===== config.mk =====
export PLATFORM = sky130hd
export DESIGN_NAME = wdfc_rotate
export DESIGN_NICKNAME = d
export VERILOG_FILES = /design/src/design/wdfc_pkg.sv /design/src/design/wdfc_rotate.sv
export SDC_FILE = /design/constraint.sdc
export NUM_CORES = 1
export LEC_CHECK = 0
export ABC_CLOCK_PERIOD_IN_PS = 4150
export BUFFER_PORTS_ARGS = -buffer_cell sky130_fd_sc_hd__buf_4
export CAP_MARGIN = 10
export CORE_MARGIN = 3
export CORE_UTILIZATION = 41
export CTS_CLUSTER_SIZE = 40
export DETAILED_ROUTE_END_ITERATION = 10
export PLACE_DENSITY = 0.63
export SETUP_SLACK_MARGIN = 0.2
export SYNTH_ARGS = -nofsm -noshare
export SYNTH_HDL_FRONTEND = slang
export SYNTH_SLANG_ARGS = --single-unit
export TNS_END_PERCENT = 100

===== constraint.sdc =====
create_clock -name clock -period 4.15 [get_ports clock]
set_clock_uncertainty 0.05 [all_clocks]
set_input_delay 0.83 -clock clock [delete_from_list [all_inputs] [get_ports clock]]
set_output_delay 0.83 -clock clock [all_outputs]
set_load 0.05 [all_outputs]

===== src/design/wdfc_pkg.sv =====
// ----------------------------------------------------------------------------
// Wind direction package
// Shared widths, constants, types and the arctangent table for the CORDIC
// pipeline that turns wind components into a compass direction.
// ----------------------------------------------------------------------------
package wdfc_pkg;

   localparam int COMPONENT_WIDTH_DEF  = 16;
   localparam int ANGLE_ITERATIONS_DEF = 18;

   // Working vector: components are placed so that the magnitude sits near bit 59.
   localparam int DATA_WIDTH  = 64;
   localparam int SCALE_POINT = 60;

   // Angle accumulator in units of 2^-24 degree.
   localparam int FRAC_BITS     = 24;
   localparam int ACC_WIDTH     = 34;
   localparam int WRAP_WIDTH    = ACC_WIDTH - 1;
   localparam int CENTI_BITS    = 7;
   localparam int PRODUCT_WIDTH = WRAP_WIDTH + CENTI_BITS;
   localparam int DIR_WIDTH     = 16;
   localparam int TABLE_INDEX_WIDTH = 5;

   typedef logic signed [DATA_WIDTH-1:0] coord_type;
   typedef logic signed [ACC_WIDTH-1:0]  angle_type;

   localparam angle_type QUARTER_TURN = 34'sd1509949440;
   localparam angle_type FULL_TURN    = 34'sd6039797760;

   localparam logic [PRODUCT_WIDTH-1:0] CENTI_SCALE = 40'd100;
   localparam logic [PRODUCT_WIDTH-1:0] ROUND_HALF  = 40'd8388608;
   localparam logic [DIR_WIDTH-1:0]     DIR_FULL    = 16'd36000;

   // Flags that ride alongside each item through the pipeline.
   typedef struct packed {
      logic missing;
      logic calm;
      logic is_last;
   } side_type;

   // atan(2^-i) in degrees, scaled by 2^24 and rounded to nearest.
   function automatic angle_type atan_entry(input logic [TABLE_INDEX_WIDTH-1:0] idx);
      case (idx)
         5'd0:  atan_entry = 34'sd754974720;
         5'd1:  atan_entry = 34'sd445687602;
         5'd2:  atan_entry = 34'sd235489089;
         5'd3:  atan_entry = 34'sd119537938;
         5'd4:  atan_entry = 34'sd60000934;
         5'd5:  atan_entry = 34'sd30029717;
         5'd6:  atan_entry = 34'sd15018523;
         5'd7:  atan_entry = 34'sd7509720;
         5'd8:  atan_entry = 34'sd3754917;
         5'd9:  atan_entry = 34'sd1877466;
         5'd10: atan_entry = 34'sd938734;
         5'd11: atan_entry = 34'sd469367;
         5'd12: atan_entry = 34'sd234684;
         5'd13: atan_entry = 34'sd117342;
         5'd14: atan_entry = 34'sd58671;
         5'd15: atan_entry = 34'sd29335;
         5'd16: atan_entry = 34'sd14668;
         5'd17: atan_entry = 34'sd7334;
         5'd18: atan_entry = 34'sd3667;
         5'd19: atan_entry = 34'sd1833;
         5'd20: atan_entry = 34'sd917;
         5'd21: atan_entry = 34'sd458;
         5'd22: atan_entry = 34'sd229;
         5'd23: atan_entry = 34'sd115;
         5'd24: atan_entry = 34'sd57;
         5'd25: atan_entry = 34'sd29;
         5'd26: atan_entry = 34'sd14;
         5'd27: atan_entry = 34'sd7;
         5'd28: atan_entry = 34'sd4;
         5'd29: atan_entry = 34'sd2;
         5'd30: atan_entry = 34'sd1;
         default: atan_entry = 34'sd0;
      endcase
   endfunction

endpackage


===== src/design/wdfc_rotate.sv =====
// ----------------------------------------------------------------------------
// Wind direction CORDIC stage
// One vectoring micro-rotation: drives y toward zero and accumulates the
// matching arctangent into the angle.
// ----------------------------------------------------------------------------
module wdfc_rotate #(
   parameter int IDX = 0
) (
   input  logic                clock,
   input  logic                reset,
   input  logic                advance,
   input  logic                in_valid,
   input  wdfc_pkg::coord_type x_in_data,
   input  wdfc_pkg::coord_type y_in_data,
   input  wdfc_pkg::angle_type angle_in_data,
   input  wdfc_pkg::side_type  side_in_data,
   output logic                out_valid,
   output wdfc_pkg::coord_type x_out,
   output wdfc_pkg::coord_type y_out,
   output wdfc_pkg::angle_type angle_out,
   output wdfc_pkg::side_type  side_out
);
   import wdfc_pkg::*;

   localparam angle_type STEP_ANGLE = atan_entry(TABLE_INDEX_WIDTH'(IDX));

   coord_type x_shift;
   coord_type y_shift;

   logic      valid_ff;
   coord_type x_ff, x_in;
   coord_type y_ff, y_in;
   angle_type angle_ff, angle_in;
   side_type  side_ff;

   always_comb begin
      x_shift = x_in_data >>> IDX;
      y_shift = y_in_data >>> IDX;
      if (!y_in_data[DATA_WIDTH-1]) begin
         x_in     = x_in_data + y_shift;
         y_in     = y_in_data - x_shift;
         angle_in = angle_in_data + STEP_ANGLE;
      end else begin
         x_in     = x_in_data - y_shift;
         y_in     = y_in_data + x_shift;
         angle_in = angle_in_data - STEP_ANGLE;
      end
   end

   always_ff @(posedge clock) begin
      if (reset) begin
         valid_ff <= 1'b0;
      end else if (advance) begin
         valid_ff <= in_valid;
      end
   end

   always_ff @(posedge clock) begin
      if (advance) begin
         x_ff     <= x_in;
         y_ff     <= y_in;
         angle_ff <= angle_in;
         side_ff  <= side_in_data;
      end
   end

   assign out_valid = valid_ff;
   assign x_out     = x_ff;
   assign y_out     = y_ff;
   assign angle_out = angle_ff;
   assign side_out  = side_ff;

endmodule


==> summary.md <==
| Metric | Value |
|---|---|
| DRC Markers | 0 |
| CTS HTree Levels | 4 |
| Crit share post-route | 93.1% |
| Clk Latency, worst-skew pair | 0.49 ns |
| DRT antenna net count | 0 |
| Final hold vios | 0 |
| Fin. max-slew vios | 0 |
| Finished Core Util | 55.7% |
| Final min period | 3.86 ns |
| Hold_buf cts | 0 |
| Vias in the first global route | 18,105 |
| CTS tree | yes |
| Fin area | 23,500 um^2 |
| Vias after detailed routing | 18,776 |
| First-pass DRT Iterations | 6 |
| Leading cell type in the layout, fill and taps excluded | buf_4 |
| Largest net degree at the start of global routing | 92 |
| CTS Buf Count | 17 |
| Post-synthesis register bit count | 165 |
| Die Height | 214 um |
| Max rail drop VDD | 0.316 mV |
| Longest Clk Path Bufs | 2 |
| FP Rows | 75 |
| Critical path class | in2reg |
| Syn Area/Cell | 8.32 um^2 |
| All-layer global routing usage | 30.7% |
| Share of layout cells above drive strength 1 | 28.2% |
| Synth top area share | 27.9% |
| Number of flops mapped to enable cells by yosys | 164 |
| Clock transition at path regs | 0.07 ns |
| Synth area leader | edfxtp_1 |
| Die X-Extent | 214 um |
| DRT iter0 DRCs | 1,835 |
| CTS Root Cell | clkbuf_16 |
| Vias per inst | 5.76 |
| CP required | 4.35 ns |
| RSZ-0062 raised after global routing | false |
| Gate Count Post-Synth | 2,126 |
| Routed WL | 72,100 um |
| Io pins | 335 |
| Worst-Margin Slew | 1.01 ns |
| Startpoint Class | primary input |
| Core area | 42,200 um^2 |
| WP data arrival | 4.06 ns |
| CP max FO | 8 |
| Cell Area, Synth | 17,700 um^2 |
| Yosys Warn Count | 0 |
| Worst Hold Class | in2reg |
| Cell Area, Placed | 22,900 um^2 |
| Synthesized netlist net count | 2,497 |
| Clock sink count | 165 |
| Status | finished, final reports clean |
| Fmax | 0.259 GHz |
| Initial core utilization | 41.9% |
| HPWL Detailed | 59,300 um |
| Synth area leaders | edfxtp_1, ha_1, a21oi_1 |
| Post-synthesis sequential area ratio | 28.0% |
| GPL Wtd Cong | 1.01 |
| Layout Nets | 3,081 |
| Worst hold slack | 0.451 ns |
| Netlist cell types | 97 |
| DR WL/cell | 22.1 um |
| Synth async-reset ratio | 0% |
| Max-slew headroom at the worst pin | 33.0% |
| Number of max-cap violations | 0 |
| Total grt overflow | 0 |
| Global-route wire length before repair | 107,000 um |
| ANT cells | 0 |
| Crit. End Element | flip-flop |
| PortBufs | 334 |
| Full die area | 45,700 um^2 |
| Final setup viols | 0 |
| Pwr per Cell Area | 345 nW/um^2 |
| Commonest cells after routing, fill and taps aside | buf_4, a21oi_1, inv_1 |
| Leakage | 0.0107 uW |
| Initial antenna violation count | 0 |
| Area growth syn-to-layout | 33.0% |
| Synth Flop Type | edfxtp_1 |
-- metal layers --
layer | global-route usage [%] | up-vias | wire length (um)
li1 | - | 8851 | -
met1 | 42.7 | 8978 | 32600
met2 | 48.7 | 847 | 32400
met3 | 5.41 | 100 | 5210
met4 | 9.50 | 0 | 1820
met5 | 0 | - | 0
-- cell type report --
class	instances	area, um^2
fillers	4058	18700
multi-input cells	1653	11500
repair buffers	660	4970
flip-flops and latches	165	4940
inverters	213	800
well taps	539	674
clock buffers	17	425
clock inverters	15	168
-- worst max-delay path, stage by stage --
cell,delay (ns)
buf_4,0.09
inv_1,0.04
ha_1,0.33
buf_4,0.15
buf_4,0.18
inv_1,0.10
a21oi_1,0.09
o31ai_1,0.27
a31oi_1,0.21
or4_1,0.53
o21a_2,0.30
buf_4,0.16
o21ai_2,0.25
or3_1,0.15
a31oi_1,0.08
a211o_1,0.31
-- cells in the mapped netlist, types with 25 or more instances --
master,number
mux2i_1,31
nor2_1,176
inv_1,201
a21oi_1,299
o21bai_1,62
ha_1,198
clkbuf_1,45
o21ai_0,150
nor3_1,42
xnor2_1,114
edfxtp_1,164
nand4_1,44
nor4_1,28
nand2_1,117
a21o_1,54
nand3_1,25
-- per-stage QoR --
step | TNS (ns) | std cells | worst slack, ns | power [uW]
finish | 0 | 3262 | 0.287 | 8110
global route | 0 | 3262 | 0.149 | 8470
CTS | 0 | 3261 | 0.306 | 8100
floorplan | 0 | 2126 | 0.550 | 4760
global placement | -2.51 | 3229 | -0.223 | 6400
detailed placement | -3.30 | 3229 | -0.210 | 6410
-- report_power, final --
part,switching (uW),total (uW),internal [uW]
Clock,849,1650,805
Combinational,2680,4170,1480
Sequential,105,2290,2190
Total,3640,8110,4470
-- sequential cells by signal, summed over array words and instances, names as in the netlist --
name       flops
x_out         64
angle_out     34
out_valid      1
side_out       3
y_out         63
-- worst paths after layout --
path | from | end | slack (ns) | cells past startpoint
max | x_in_data[13] | y_out[48]$_DFFE_PP_ | 0.29 | 16
min | reset | out_valid$_SDFFE_PP0P_ | 0.45 | 2
max reg2reg | out_valid$_SDFFE_PP0P_ | out_valid$_SDFFE_PP0P_ | 3.51 | 2
min reg2reg | out_valid$_SDFFE_PP0P_ | out_valid$_SDFFE_PP0P_ | 0.47 | 2
-- cell families (layout without fill, tap and decap cells) --
group           count (synthesis)  after routing  synth area share (%)
compound gates                777            777                  28.2
simple gates                  510            510                  13.8
buf+inv                       308            905                  7.14
fa+ha+maj                     202            202                  14.5
flops                         165            165                  28.0
xor+xnor                      130            130                  6.44
mux                            34             34                  1.95
-- timing repair --
item	4_1_cts	5_1_grt
setup endpoints to repair	0	13
buffers inserted	0	1
resized for setup	0	11
Note: power is estimated with default switching activity, not from simulation.
