--- src/design/wdfc_pkg.sv ---
// ----------------------------------------------------------------------------
// Wind direction package
// Shared widths, constants, types and the arctangent table for the CORDIC
// pipeline that turns wind components into a compass direction.
// ----------------------------------------------------------------------------
package wdfc_pkg;

   localparam int COMPONENT_WIDTH_DEF  = 16;
   localparam int ANGLE_ITERATIONS_DEF = 18;

   // Working vector: components are placed so that the magnitude sits near bit 59.
   localparam int DATA_WIDTH  = 64;
   localparam int SCALE_POINT = 60;

   // Angle accumulator in units of 2^-24 degree.
   localparam int FRAC_BITS     = 24;
   localparam int ACC_WIDTH     = 34;
   localparam int WRAP_WIDTH    = ACC_WIDTH - 1;
   localparam int CENTI_BITS    = 7;
   localparam int PRODUCT_WIDTH = WRAP_WIDTH + CENTI_BITS;
   localparam int DIR_WIDTH     = 16;
   localparam int TABLE_INDEX_WIDTH = 5;

   typedef logic signed [DATA_WIDTH-1:0] coord_type;
   typedef logic signed [ACC_WIDTH-1:0]  angle_type;

   localparam angle_type QUARTER_TURN = 34'sd1509949440;
   localparam angle_type FULL_TURN    = 34'sd6039797760;

   localparam logic [PRODUCT_WIDTH-1:0] CENTI_SCALE = 40'd100;
   localparam logic [PRODUCT_WIDTH-1:0] ROUND_HALF  = 40'd8388608;
   localparam logic [DIR_WIDTH-1:0]     DIR_FULL    = 16'd36000;

   // Flags that ride alongside each item through the pipeline.
   typedef struct packed {
      logic missing;
      logic calm;
      logic is_last;
   } side_type;

   // atan(2^-i) in degrees, scaled by 2^24 and rounded to nearest.
   function automatic angle_type atan_entry(input logic [TABLE_INDEX_WIDTH-1:0] idx);
      case (idx)
         5'd0:  atan_entry = 34'sd754974720;
         5'd1:  atan_entry = 34'sd445687602;
         5'd2:  atan_entry = 34'sd235489089;
         5'd3:  atan_entry = 34'sd119537938;
         5'd4:  atan_entry = 34'sd60000934;
         5'd5:  atan_entry = 34'sd30029717;
         5'd6:  atan_entry = 34'sd15018523;
         5'd7:  atan_entry = 34'sd7509720;
         5'd8:  atan_entry = 34'sd3754917;
         5'd9:  atan_entry = 34'sd1877466;
         5'd10: atan_entry = 34'sd938734;
         5'd11: atan_entry = 34'sd469367;
         5'd12: atan_entry = 34'sd234684;
         5'd13: atan_entry = 34'sd117342;
         5'd14: atan_entry = 34'sd58671;
         5'd15: atan_entry = 34'sd29335;
         5'd16: atan_entry = 34'sd14668;
         5'd17: atan_entry = 34'sd7334;
         5'd18: atan_entry = 34'sd3667;
         5'd19: atan_entry = 34'sd1833;
         5'd20: atan_entry = 34'sd917;
         5'd21: atan_entry = 34'sd458;
         5'd22: atan_entry = 34'sd229;
         5'd23: atan_entry = 34'sd115;
         5'd24: atan_entry = 34'sd57;
         5'd25: atan_entry = 34'sd29;
         5'd26: atan_entry = 34'sd14;
         5'd27: atan_entry = 34'sd7;
         5'd28: atan_entry = 34'sd4;
         5'd29: atan_entry = 34'sd2;
         5'd30: atan_entry = 34'sd1;
         default: atan_entry = 34'sd0;
      endcase
   endfunction

endpackage

--- src/design/wdfc_prep.sv ---
// ----------------------------------------------------------------------------
// Wind direction input stage
// Negates and scales the components into the CORDIC vector (-v, -u), turns
// left-half-plane vectors by a quarter turn and flags calm and missing data.
// ----------------------------------------------------------------------------
module wdfc_prep #(
   parameter int COMPONENT_WIDTH = wdfc_pkg::COMPONENT_WIDTH_DEF
) (
   input  logic                              clock,
   input  logic                              reset,
   input  logic                              advance,
   input  logic                              in_valid,
   input  logic signed [COMPONENT_WIDTH-1:0] u_wind,
   input  logic signed [COMPONENT_WIDTH-1:0] v_wind,
   input  logic                              u_missing,
   input  logic                              v_missing,
   input  logic                              last_point,
   output logic                              out_valid,
   output wdfc_pkg::coord_type               x_out,
   output wdfc_pkg::coord_type               y_out,
   output wdfc_pkg::angle_type               angle_out,
   output wdfc_pkg::side_type                side_out
);
   import wdfc_pkg::*;

   localparam int PRE_SHIFT = SCALE_POINT - COMPONENT_WIDTH;

   coord_type u_scaled;
   coord_type v_scaled;
   logic      v_positive;
   logic      u_nonpositive;

   logic      valid_ff;
   coord_type x_ff, x_in;
   coord_type y_ff, y_in;
   angle_type angle_ff, angle_in;
   side_type  side_ff, side_in;

   always_comb begin
      u_scaled = {{(DATA_WIDTH-COMPONENT_WIDTH){u_wind[COMPONENT_WIDTH-1]}}, u_wind};
      v_scaled = {{(DATA_WIDTH-COMPONENT_WIDTH){v_wind[COMPONENT_WIDTH-1]}}, v_wind};
      u_scaled = u_scaled <<< PRE_SHIFT;
      v_scaled = v_scaled <<< PRE_SHIFT;

      v_positive    = !v_wind[COMPONENT_WIDTH-1] && (v_wind != '0);
      u_nonpositive = u_wind[COMPONENT_WIDTH-1] || (u_wind == '0);

      // The vector is (-v, -u); a positive v puts it in the left half plane.
      if (v_positive && u_nonpositive) begin
         x_in     = -u_scaled;
         y_in     = v_scaled;
         angle_in = QUARTER_TURN;
      end else if (v_positive) begin
         x_in     = u_scaled;
         y_in     = -v_scaled;
         angle_in = -QUARTER_TURN;
      end else begin
         x_in     = -v_scaled;
         y_in     = -u_scaled;
         angle_in = '0;
      end

      side_in.missing = u_missing || v_missing;
      side_in.calm    = (u_wind == '0) && (v_wind == '0);
      side_in.is_last = last_point;
   end

   always_ff @(posedge clock) begin
      if (reset) begin
         valid_ff <= 1'b0;
      end else if (advance) begin
         valid_ff <= in_valid;
      end
   end

   always_ff @(posedge clock) begin
      if (advance) begin
         x_ff     <= x_in;
         y_ff     <= y_in;
         angle_ff <= angle_in;
         side_ff  <= side_in;
      end
   end

   assign out_valid = valid_ff;
   assign x_out     = x_ff;
   assign y_out     = y_ff;
   assign angle_out = angle_ff;
   assign side_out  = side_ff;

endmodule

--- config.mk ---
export PLATFORM = sky130hd
export DESIGN_NAME = wdfc_prep
export DESIGN_NICKNAME = d
export VERILOG_FILES = /design/src/design/wdfc_pkg.sv /design/src/design/wdfc_prep.sv
export SDC_FILE = /design/constraint.sdc
export NUM_CORES = 1
export LEC_CHECK = 0
export BUFFER_PORTS_ARGS = -buffer_cell sky130_fd_sc_hd__buf_4
export CORE_MARGIN = 10
export CORE_UTILIZATION = 50
export CTS_CLUSTER_DIAMETER = 200
export DETAILED_ROUTE_END_ITERATION = 8
export PLACE_DENSITY_LB_ADDON = 0.08
export SYNTH_ARGS = -nofsm -noshare
export SYNTH_HDL_FRONTEND = slang
export SYNTH_SLANG_ARGS = --single-unit
--- constraint.sdc ---
create_clock -name clock -period 6.1 [get_ports clock]
set_clock_uncertainty 0.15 [all_clocks]
set_input_delay 1.22 -clock clock [delete_from_list [all_inputs] [get_ports clock]]
set_output_delay 1.22 -clock clock [all_outputs]
set_load 0.005 [all_outputs]
==> impl_metrics.ini <==
[status]
outcome = complete, no violations

[global_route]
grt_max_degree = 48
grt_usage = 0.158
met2_usage = 0.253
gr-usage-met3 = 0.0500
grt_pass1_vias = 2912
grtUsageMet1 = 0.200
antenna_found_initial = 0
top_usage_layer = met2
grt_pass1_wl_mm = 14.9
overflow = 0

[logic_synthesis]
synth_sequential_area_ratio = 0.359
synth_cells = 423
synth_ff_type = edfxtp_1
async_flop_share = 0
ys_seq_elements = 47
netlist_top_cells_area = edfxtp_1, buf_4, xnor2_1
post_synth_num_cell_types = 53
synth_largest_area_cell = edfxtp_1
netlist_area_um2 = 3900
yosysWarnings = 0
synth_edf_count = 46
syn-mean-instance-area_um2 = 9.22
synth_top_cell_area_share = 0.354

[power_and_ir_drop]
p_leak_uw = 0.00187
ir_drop_uv = 82.6
power_density_nw_per_um2 = 206
power.total_uw = 882

[route]
num_vias = 2804
drt_pre_antenna_iters = 4
drt_iter0_drc = 225
drc = 0
postRouteAntennaNets = 0
via_per_inst = 4.69
wire_per_inst_um = 16.6
wirelength_mm = 9.95

[finish]
drive_gt1_frac = 0.224
antenna_cells = 0
nets = 539
fin_cells = 598
fin_area_um2 = 4290
syn2layout_area_growth_pct = 10.0

[clock_tree]
clkSinkCount = 47
post_cts_buffers = 0
clkLatencyLatePin_ns = 0.30
cts_resized = 0
cts_made_buffers = 5
clk_pin_slew_ns = 0.09
root_buffer = clkbuf_8
htree_levels = 2
cts_hold_buf = 0
tritoncts = done
cts_max_path_buffers = 2

[place]
placed_cell_area_um2 = 4160
gp_congestion = 0.899
portBuffers = 91
placed_cells = 590
dpl.hpwl_mm = 7.81

[worst_setup_path]
crit_path_start_kind = input pin
cp-startpoint = u_wind[0]
endpoint = y_out[52]
reg2reg_depth = 2
reg2reg_from = out_valid
crit_arrival_ns = 4.59
crit_path_max_fanout = 23
timing.rr.end = out_valid
critPathKind = in2reg
rrSetupSlack_ns = 5.35
critPathCaptureType = flip-flop
worstPathRequired_ns = 6.00

[die]
die_h_um = 108
die_area_um2 = 11700
initial_core_util = 0.510
rows = 32
core_um2 = 7650
io_pins = 205
die_w_um = 108

[sta]
hold_violations = 0
rsz0062_at_grt = no
fmax_mhz = 213
slew_violations = 0
max-slew-margin-rel = 0.355
min_period_ns = 4.70
fin_crit_sh = 0.770
tightestPinTransition_ns = 0.967
setup-tns-final_ns = 0
setup_viol = 0

[flow_run]
drv_cap = 0

[hold_path]
min_path_cells = 2
hold_path_class = reg2reg
[report_power, final]
| group | total, uW | switching (uW) | internal [uW] |
|---|---|---|---|
| combinational | 204 | 111 | 93.0 |
| clock | 275 | 112 | 164 |
| sequential | 402 | 9.29 | 393 |
| total | 882 | 232 | 650 |
[worst min path at each step]
stage | from | slack, ns | endpoint
after CTS | out_valid | 0.38 | out_valid
after detailed placement | out_valid | 0.36 | out_valid
final | out_valid | 0.37 | out_valid
after global routing | out_valid | 0.43 | out_valid
after global placement | out_valid | 0.33 | out_valid
after floorplan | out_valid | 0.33 | out_valid
[Yosys cell counts (6+ instances only)]
| cell type | number |
|---|---|
| a21oi_1 | 25 |
| edfxtp_1 | 46 |
| mux2i_1 | 8 |
| buf_1 | 6 |
| nand2_1 | 26 |
| clkbuf_1 | 13 |
| o21ai_0 | 15 |
| nor3_1 | 9 |
| xor2_1 | 15 |
| inv_1 | 8 |
| buf_4 | 119 |
| nor2_1 | 31 |
| xnor2_1 | 24 |
[kinds of logic after synthesis]
logic type | count (synthesis) | synth area share
buffers and inverters | 148 | 0.261
muxes | 10 | 0.0263
DFF | 47 | 0.359
AOI/OAI and AO/OA | 63 | 0.0969
adders and majority gates | 5 | 0.0160
and+or+nand+nor | 110 | 0.152
xor gates and xnor gates | 39 | 0.0876
other | 1 | 0.000962
[state kept, by name, summed over array words and instances (netlist names)]
| register | cells |
|---|---|
| angle_out | 3 |
| y_out | 20 |
| x_out | 20 |
| side_out | 3 |
| out_valid | 1 |
[cell type report]
cell class	instances	area, um^2
clock buffer	6	72.6
inverter	8	30.0
sequential	47	1400
timing repair buffer	93	698
clock inverter	2	60.1
fill	708	3360
tap	102	128
multi-input combinational	340	1900
[metal layers]
layer	up-vias	wire, um
met5	-	0
met4	0	93
met3	5	1130
met2	168	4630
met1	1265	4110
li1	1366	-
[placed cells by master (no fill, tap or decap), types with 3 or more instances in the layout]
cell type	instances
or4_1	5
nand2_1	26
inv_1	8
a21oi_1	25
ha_1	5
xor2_1	15
xnor2_1	24
nor4_1	5
nor3_1	9
edfxtp_1	46
nand2b_1	5
nor3b_1	3
or3_1	5
o211ai_1	5
nand3_1	3
nor2_1	31
o21ai_0	15
clkbuf_8	5
mux2i_1	8
conb_1	113
buf_4	93
[through the flow]
stage           util  hold WS, ns  worst slack, ns
2_1_floorplan      -        0.335             1.96
3_5_place_dp   0.544        0.358             1.12
6_report       0.561        0.366             1.40
4_1_cts        0.561        0.379             1.43
5_1_grt        0.561        0.431             1.10
3_3_place_gp   0.544        0.329             1.17
[critical path, cell delays in order]
cell and delay [ns]:
buf_4 0.12, inv_1 0.06, ha_1 0.22, nor3b_2 0.41, nand2_1 0.18, or4_1 0.50, ha_1 0.52, nand2b_1 0.51
inv_1 0.31, buf_4 0.25, a21oi_1 0.06, o32ai_1 0.16, a21oi_1 0.07
No activity file was read; power rests on OpenSTA's default activity.
