===== src/design/wdfc_pkg.sv =====
// ----------------------------------------------------------------------------
// Wind direction package
// Shared widths, constants, types and the arctangent table for the CORDIC
// pipeline that turns wind components into a compass direction.
// ----------------------------------------------------------------------------
package wdfc_pkg;

   localparam int COMPONENT_WIDTH_DEF  = 16;
   localparam int ANGLE_ITERATIONS_DEF = 18;

   // Working vector: components are placed so that the magnitude sits near bit 59.
   localparam int DATA_WIDTH  = 64;
   localparam int SCALE_POINT = 60;

   // Angle accumulator in units of 2^-24 degree.
   localparam int FRAC_BITS     = 24;
   localparam int ACC_WIDTH     = 34;
   localparam int WRAP_WIDTH    = ACC_WIDTH - 1;
   localparam int CENTI_BITS    = 7;
   localparam int PRODUCT_WIDTH = WRAP_WIDTH + CENTI_BITS;
   localparam int DIR_WIDTH     = 16;
   localparam int TABLE_INDEX_WIDTH = 5;

   typedef logic signed [DATA_WIDTH-1:0] coord_type;
   typedef logic signed [ACC_WIDTH-1:0]  angle_type;

   localparam angle_type QUARTER_TURN = 34'sd1509949440;
   localparam angle_type FULL_TURN    = 34'sd6039797760;

   localparam logic [PRODUCT_WIDTH-1:0] CENTI_SCALE = 40'd100;
   localparam logic [PRODUCT_WIDTH-1:0] ROUND_HALF  = 40'd8388608;
   localparam logic [DIR_WIDTH-1:0]     DIR_FULL    = 16'd36000;

   // Flags that ride alongside each item through the pipeline.
   typedef struct packed {
      logic missing;
      logic calm;
      logic is_last;
   } side_type;

   // atan(2^-i) in degrees, scaled by 2^24 and rounded to nearest.
   function automatic angle_type atan_entry(input logic [TABLE_INDEX_WIDTH-1:0] idx);
      case (idx)
         5'd0:  atan_entry = 34'sd754974720;
         5'd1:  atan_entry = 34'sd445687602;
         5'd2:  atan_entry = 34'sd235489089;
         5'd3:  atan_entry = 34'sd119537938;
         5'd4:  atan_entry = 34'sd60000934;
         5'd5:  atan_entry = 34'sd30029717;
         5'd6:  atan_entry = 34'sd15018523;
         5'd7:  atan_entry = 34'sd7509720;
         5'd8:  atan_entry = 34'sd3754917;
         5'd9:  atan_entry = 34'sd1877466;
         5'd10: atan_entry = 34'sd938734;
         5'd11: atan_entry = 34'sd469367;
         5'd12: atan_entry = 34'sd234684;
         5'd13: atan_entry = 34'sd117342;
         5'd14: atan_entry = 34'sd58671;
         5'd15: atan_entry = 34'sd29335;
         5'd16: atan_entry = 34'sd14668;
         5'd17: atan_entry = 34'sd7334;
         5'd18: atan_entry = 34'sd3667;
         5'd19: atan_entry = 34'sd1833;
         5'd20: atan_entry = 34'sd917;
         5'd21: atan_entry = 34'sd458;
         5'd22: atan_entry = 34'sd229;
         5'd23: atan_entry = 34'sd115;
         5'd24: atan_entry = 34'sd57;
         5'd25: atan_entry = 34'sd29;
         5'd26: atan_entry = 34'sd14;
         5'd27: atan_entry = 34'sd7;
         5'd28: atan_entry = 34'sd4;
         5'd29: atan_entry = 34'sd2;
         5'd30: atan_entry = 34'sd1;
         default: atan_entry = 34'sd0;
      endcase
   endfunction

endpackage


===== src/design/wdfc_scale.sv =====
// ----------------------------------------------------------------------------
// Wind direction output stages
// Wraps the angle into (0, 360] degrees, converts it to centidegrees with
// round-half-up, applies the calm and missing overrides and holds the result.
// ----------------------------------------------------------------------------
module wdfc_scale (
   input  logic                            clock,
   input  logic                            reset,
   input  logic                            advance,
   input  logic                            in_valid,
   input  wdfc_pkg::angle_type             angle_in_data,
   input  wdfc_pkg::side_type              side_in_data,
   output logic                            out_valid,
   output logic [wdfc_pkg::DIR_WIDTH-1:0]  direction,
   output logic                            result_missing,
   output logic                            last_out
);
   import wdfc_pkg::*;

   angle_type                 wrap_sum;
   logic [DIR_WIDTH-1:0]      centi;

   logic                      wrap_valid_ff;
   logic [WRAP_WIDTH-1:0]     wrap_ff, wrap_in;
   side_type                  wrap_side_ff;

   logic                      prod_valid_ff;
   logic [PRODUCT_WIDTH-1:0]  prod_ff, prod_in;
   side_type                  prod_side_ff;

   logic                      out_valid_ff;
   logic [DIR_WIDTH-1:0]      dir_ff, dir_in;
   logic                      missing_ff;
   logic                      last_ff;

   always_comb begin
      // A non-positive angle gets a full turn; the result is then always positive.
      if (angle_in_data <= 0) begin
         wrap_sum = angle_in_data + FULL_TURN;
      end else begin
         wrap_sum = angle_in_data;
      end
      wrap_in = wrap_sum[WRAP_WIDTH-1:0];

      prod_in = {{CENTI_BITS{1'b0}}, wrap_ff} * CENTI_SCALE + ROUND_HALF;

      centi = prod_ff[FRAC_BITS +: DIR_WIDTH];
      if (prod_side_ff.missing || prod_side_ff.calm) begin
         dir_in = '0;
      end else if ((centi == '0) || (centi > DIR_FULL)) begin
         dir_in = DIR_FULL;
      end else begin
         dir_in = centi;
      end
   end

   always_ff @(posedge clock) begin
      if (reset) begin
         wrap_valid_ff <= 1'b0;
         prod_valid_ff <= 1'b0;
         out_valid_ff  <= 1'b0;
      end else if (advance) begin
         wrap_valid_ff <= in_valid;
         prod_valid_ff <= wrap_valid_ff;
         out_valid_ff  <= prod_valid_ff;
      end
   end

   always_ff @(posedge clock) begin
      if (advance) begin
         wrap_ff      <= wrap_in;
         wrap_side_ff <= side_in_data;
         prod_ff      <= prod_in;
         prod_side_ff <= wrap_side_ff;
         dir_ff       <= dir_in;
         missing_ff   <= prod_side_ff.missing;
         last_ff      <= prod_side_ff.is_last;
      end
   end

   assign out_valid      = out_valid_ff;
   assign direction      = dir_ff;
   assign result_missing = missing_ff;
   assign last_out       = last_ff;

endmodule

===== config.mk =====
export PLATFORM = sky130hd
export DESIGN_NAME = wdfc_scale
export DESIGN_NICKNAME = d
export VERILOG_FILES = /design/src/design/wdfc_pkg.sv /design/src/design/wdfc_scale.sv
export SDC_FILE = /design/constraint.sdc
export NUM_CORES = 1
export LEC_CHECK = 0
export ABC_AREA = 1
export BUFFER_PORTS_ARGS = -buffer_cell sky130_fd_sc_hd__buf_2
export CORE_ASPECT_RATIO = 1.2
export CORE_MARGIN = 1.5
export CORE_UTILIZATION = 53
export CTS_BUF_LIST = sky130_fd_sc_hd__clkbuf_16
export CTS_CLUSTER_SIZE = 24
export DETAILED_ROUTE_END_ITERATION = 16
export HOLD_SLACK_MARGIN = 0.12
export PLACE_DENSITY = 0.82
export SETUP_SLACK_MARGIN = 0.4
export SLEW_MARGIN = 20
export SYNTH_ARGS = -nofsm -noshare
export SYNTH_HDL_FRONTEND = slang
export SYNTH_SLANG_ARGS = --single-unit

===== constraint.sdc =====
create_clock -name clock -period 12 [get_ports clock]
set_clock_uncertainty 0.1 [all_clocks]
set_input_delay 1.2 -clock clock [delete_from_list [all_inputs] [get_ports clock]]
set_output_delay 1.2 -clock clock [all_outputs]
set_load 0.005 [all_outputs]

==> results of run 1 <==
[cell type report]
class                   count  area [sq um]  share of cell area
clock buffers               9           225              0.0279
well taps                 168           210              0.0260
repair buffers             59           298              0.0369
inverters                 217           815               0.101
clock inverters             7          58.8             0.00728
flip-flops and latches     76          2250               0.279
multi-input cells         615          4210               0.522
[synth_stat cells, types with 2 or more instances]
cell type | number | share of area
inv_1 | 207 | 0.11
nand2_1 | 200 | 0.10
ha_1 | 103 | 0.18
edfxtp_1 | 73 | 0.30
nor2_1 | 64 | 0.033
nand3_1 | 40 | 0.027
a21oi_1 | 37 | 0.025
fa_1 | 27 | 0.074
nand4_1 | 19 | 0.016
o21ai_0 | 19 | 0.013
nand2_2 | 18 | 0.015
nor2_2 | 13 | 0.011
xor2_1 | 12 | 0.014
inv_2 | 9 | 0.0046
o21ai_1 | 9 | 0.0062
nor3_1 | 8 | 0.0055
nor4_1 | 8 | 0.0069
nor2_4 | 7 | 0.011
o21bai_1 | 5 | 0.0052
a31oi_1 | 3 | 0.0026
dfxtp_1 | 3 | 0.0082
nand2_4 | 3 | 0.0046
nand3b_1 | 3 | 0.0031
a21boi_0 | 2 | 0.0021
a21o_1 | 2 | 0.0021
and2_1 | 2 | 0.0017
nor3_2 | 2 | 0.0027
[state kept, by name, indices dropped and copies added (netlist names)]
register        count
direction          16
last_out            1
out_valid           1
prod_ff            16
prod_side_ff        3
prod_valid_ff       1
result_missing      1
wrap_ff            33
wrap_side_ff        3
wrap_valid_ff       1
[cells in the final DEF, fill, tap and decap left out, types with 3 or more instances in the layout]
master	instances
nand3_1	40
nor4_1	8
nor3_1	8
nor2_1	64
clkbuf_16	9
nor2_2	13
xor2_1	12
inv_1	207
a31oi_1	3
fa_1	27
o21ai_1	9
o21ai_0	19
buf_2	58
nor2_4	7
inv_2	9
nand3b_1	3
edfxtp_1	73
nand2_1	200
o21bai_1	5
nand2_2	18
ha_1	103
nand4_1	19
a21oi_1	37
nand2_4	3
dfxtp_1	3
[report_power, final]
part | total [mW] | switching (mW) | internal [mW]
logic | 0.939 | 0.620 | 0.319
registers | 0.386 | 0.0260 | 0.361
clock network | 0.263 | 0.119 | 0.143
total | 1.59 | 0.765 | 0.823
[through the flow]
stage	setup WS (ns)	instances	power [mW]	hold slack, ns
2_1_floorplan	8.25	909	1.11	0.300
3_3_place_gp	8.01	1135	1.29	0.301
3_5_place_dp	7.90	1135	1.32	0.305
4_1_cts	7.86	1151	1.59	0.319
5_1_grt	7.55	1151	1.74	0.327
6_report	7.87	1151	1.59	0.323
[kinds of logic (layout without fill, tap and decap cells)]
family | count (synthesis) | count (layout) | synth area share
XOR/XNOR | 13 | 13 | 0.0156
AO/OA/AOI/OAI | 77 | 77 | 0.0565
flip-flops | 76 | 76 | 0.309
AND/OR/NAND/NOR | 395 | 395 | 0.255
adder cells (fa/ha/maj) | 130 | 130 | 0.251
buffers and inverters | 218 | 292 | 0.112
[critical path, stage by stage (launching register included)]
cell and delay, ns:
edfxtp_1 0.47, ha_1 0.35, ha_1 0.28, inv_1 0.05, fa_1 0.49, inv_1 0.04
ha_1 0.32, nand2_1 0.13, nor2_4 0.13, inv_2 0.05, nor3_2 0.19, nand4_1 0.16
nand3_1 0.11, nand2_1 0.06, nand2_2 0.10, ha_1 0.19, nand3_1 0.13, nor2_2 0.14
nand2_4 0.09, inv_2 0.09, nand2_1 0.07, xor2_1 0.14
[path summary, 6_finish.rpt]
path / endpoint / slack [ns] / cells past startpoint / from
setup / recovery: prod_ff[33] / 7.87 / 21 / wrap_ff[11]
hold reg to reg: prod_side_ff[0] / 0.32 / 0 / wrap_side_ff[0]
setup reg to reg: prod_ff[33] / 7.87 / 21 / wrap_ff[11]
hold / removal: prod_side_ff[0] / 0.32 / 0 / wrap_side_ff[0]
[routing by layer]
layer,part of all wire,global-route usage,vias up,wire length (um)
met1,0.42,0.265,2723,6260
met5,0,0,-,0
met4,0.025,0.0765,0,370
li1,-,-,3044,-
met2,0.52,0.411,103,7820
met3,0.030,0.0298,28,453
==> flow_summary.yaml, run 1 <==
status:
  status: "finished, final reports clean"
synthesis:
  syn-num-nets: 1080
  seq_area_frac_synth: 0.309
  netlist_area_sq_um: 7280
  yosysWarningCount: 0
  synth_ff_type: "edfxtp_1"
  avgSynthCellArea_sq_um: 8.01
  async_reset_ff_frac: 0
  ys_ff_latch: 76
  synth_cell_types: 38
  synth_cells: 909
  synth_edf_count: 73
worst_setup_path:
  required_ns: 12.00
  worst_ep_arrival_time_ns: 4.12
  crit_fanout: 5
  start_kind: "flop"
  critical_path_class: "flop to flop"
  endpoint_kind: "flop"
timing:
  relSlewSlack: 0.376
  hold_viol: 0
  final.period_utilization: 0.344
  report.final.setup_viol: 0
  tns_ns: 0
  fmax_mhz: 242
  period_needed_ns: 4.13
  grt_setup_unrepaired: "no"
  max_slew.worst_pin.slew_ns: 0.936
  slew_violations: 0
final_layout:
  drive_gt1_frac: 0.135
  n_fill_cell: 1194
  fin_area_sq_um: 8070
  diodes: 0
  area_growth_syn_to_layout_pct: 10.8
  nets: 1149
  utilization: 0.607
global_route:
  antenna_found_initial: 0
  grtUsageTotal: 0.226
  grt_first_pass_wirelength_um: 25700
  grt_max_degree: 78
  grt-ovfl-total: 0
  grt_pass1_vias: 5844
clocking:
  cts_sinks: 76
  clockRootBuffer: "clkbuf_16"
  clock_latency_ns: 0.35
  cts_tree: "done"
  clk_pin_slew_ns: 0.07
  clockBufferDepth: 2
  postCtsSetupRepairBufs: 0
  cts_hold_repair.buffers: 0
  cts_buffers: 9
  post_cts_resized: 0
  htree_levels: 3
power_and_ir_drop:
  powerDensity_nw_per_um2: 197
  ir_worst_vdd_mv: 0.0880
  p_leak_nw: 4.25
placement:
  dp.final_hpwl_um: 12400
  gp_congestion: 0.929
  dpl_cell_area_sq_um: 7790
  numPortBuffers: 59
detailed_routing:
  dr_total_vias: 5898
  drc: 0
  dr.pass1.iters: 5
  wire_per_inst_um: 12.9
  drtAntennaViolNets: 0
  drt-initial-drc-count: 313
  wl_um: 14900
  viasPerCell: 5.12
floorplanning:
  initial_core_util: 0.548
  io_pins: 60
  dieHeight_um: 131
  rows: 46
  core_sq_um: 13300
  die_w_um: 110
  die_area_sq_um: 14500
min_path:
  hold_class: "flop to flop"
job:
  cap_violations: 0
No activity file was read; power rests on OpenSTA's default activity.
==> run 2: changes to the inputs <==
clock period = 3.99 ns   (was 12 ns; I/O delays follow)
==> flow_summary.yaml, run 2 (synthesis results as in run 1) <==
status:
  status: "finished, final reports clean"
global_route:
  grt_first_pass_wirelength_um: 26700
  antenna_found_initial: 0
  grt_max_degree: 78
  grt-ovfl-total: 0
  grtUsageTotal: 0.238
  grt_pass1_vias: 6078
final_layout:
  area_growth_syn_to_layout_pct: 26.2
  utilization: 0.691
  drive_gt1_frac: 0.280
  fin_area_sq_um: 9190
  largest_reg_flops: 33
  diodes: 0
  top_register: "wrap_ff"
  final_cells: 1206
  mostFrequentLayoutCells: "inv_1 (197), nand2_1 (176), edfxtp_1 (73)"
  nets: 1204
  final_common_cell: "inv_1"
timing:
  hold_viol: 0
  max_slew.worst_pin.slew_ns: 0.942
  relSlewSlack: 0.372
  tns_ns: 0
  period_needed_ns: 3.95
  slew_violations: 0
  final.period_utilization: 0.989
  report.final.setup_viol: 0
  fmax_mhz: 253
  grt_setup_unrepaired: "yes"
  whs_ns: 0.131
  worst_slack_ns: 0.0440
detailed_routing:
  wl_um: 18100
  drc: 0
  drtAntennaViolNets: 0
  viasPerCell: 5.31
  wire_per_inst_um: 15.0
  drt-initial-drc-count: 398
  dr.pass1.iters: 7
  dr_total_vias: 6398
placement:
  gp_congestion: 0.930
  dp.final_hpwl_um: 12600
  dpl_cell_area_sq_um: 7960
  pre_cts_ws_ns: -0.0392
  dp.cells: 1137
  numPortBuffers: 59
worst_setup_path:
  ff2ff_setup_slack_ns: 0.04
  start_kind: "flop"
  r2r_end: "prod_ff[39]"
  r2r-start: "wrap_ff[10]"
  critical_path_class: "flop to flop"
  required_ns: 4.00
  worst_ep_arrival_time_ns: 3.96
  endpoint_kind: "flop"
  crit_fanout: 3
  rr_worst_depth: 22
power_and_ir_drop:
  share_comb_of_total_power: 0.664
  total_power_mw: 5.82
  internal-power_mw: 3.02
  seq_power_share: 0.200
  swShare: 0.482
  clkPwrFrac: 0.136
  switchingPower_mw: 2.80
  powerDensity_nw_per_um2: 633
  ir_worst_vdd_mv: 0.322
  p_leak_nw: 4.55
floorplanning:
  rows: 46
  initial_core_util: 0.548
  die_area_sq_um: 14500
  core_sq_um: 13300
  dieHeight_um: 131
  io_pins: 60
  die_w_um: 110
clocking:
  htree_levels: 3
  cts_buffers: 9
  clock_latency_ns: 0.36
  clockRootBuffer: "clkbuf_16"
  clockBufferDepth: 2
  clk_pin_slew_ns: 0.06
  cts_tree: "done"
  cts_sinks: 76
min_path:
  hold_end: "wrap_ff[8]"
  worstHoldStart: "angle_in_data[8]"
  min_path_cells: 1
  hold_class: "input pin to flop"
job:
  cap_violations: 0
run 2: cell types whose count changed in the layout (fill, tap and decap cells not counted), moves of 6 or more:
cell and change:
buf_4 +47, ha_1 -32, ha_4 +30, nand2_1 -24
nand2_2 +20, nor2_1 -16, a21oi_1 -14, a21oi_2 +13
nor2_4 +11, inv_1 -10, inv_2 +9, nand3_1 -6
o21ai_0 -6
run 2: final cells by class:
| type | instances | area (sq um) |
|---|---|---|
| Timing Repair Buffer | 114 | 736 |
| Fill cell | 992 | 4100 |
| Clock buffer | 9 | 225 |
| Multi-Input combinational cell | 615 | 4890 |
| Sequential cell | 76 | 2250 |
| Inverter | 217 | 817 |
| Tap cell | 168 | 210 |
| Clock inverter | 7 | 58.8 |
run 2: power by group through the flow:
stage	Combinational [mW]	Clock, mW	Sequential (mW)
4_1_cts	3.28	0.802	1.16
3_5_place_dp	2.96	0	1.18
3_3_place_gp	2.89	0	1.18
6_report	3.87	0.789	1.16
5_1_grt	4.24	0.840	1.18
2_1_floorplan	2.34	0	1.16
run 2: worst max-delay path by stage:
| stage | start | endpoint |
|---|---|---|
| floorplan | wrap_ff[11] | prod_ff[39] |
| global placement | wrap_ff[11] | prod_ff[39] |
| detailed placement | wrap_ff[11] | prod_ff[39] |
| CTS | wrap_ff[12] | prod_ff[39] |
| global route | wrap_ff[13] | prod_ff[39] |
| finish | wrap_ff[10] | prod_ff[39] |
run 2: layer usage:
layer,vias to the layer above,track usage,share of wire
li1,3149,-,-
met2,219,0.432,0.52
met1,2942,0.265,0.38
met5,-,0,0
met3,88,0.0357,0.042
met4,0,0.112,0.054
run 2: timing repair:
action                                  CTS  global route
endpoints found under the setup margin   14            15
setup buffers                            27            22
resized for setup                        43            75
hold buffers                              4             0
hold endpoints to repair                  6             0
pin swaps                                33            42
run 2: worst max-delay path, cell delays in order (launching register included):
cell and delay (ns):
edfxtp_1 0.45, ha_1 0.34, ha_1 0.28, inv_1 0.05, fa_1 0.50, inv_1 0.07
ha_4 0.30, nand2_2 0.09, nor2_2 0.15, inv_1 0.10, o21ai_1 0.17, nand2_1 0.09
nand3_1 0.10, nand2_1 0.07, nand2_2 0.11, ha_4 0.15, nand3_4 0.08, nor2_4 0.10
nand2_4 0.08, nor2_4 0.15, nand3_2 0.07, nand2_1 0.07, nand2_1 0.05
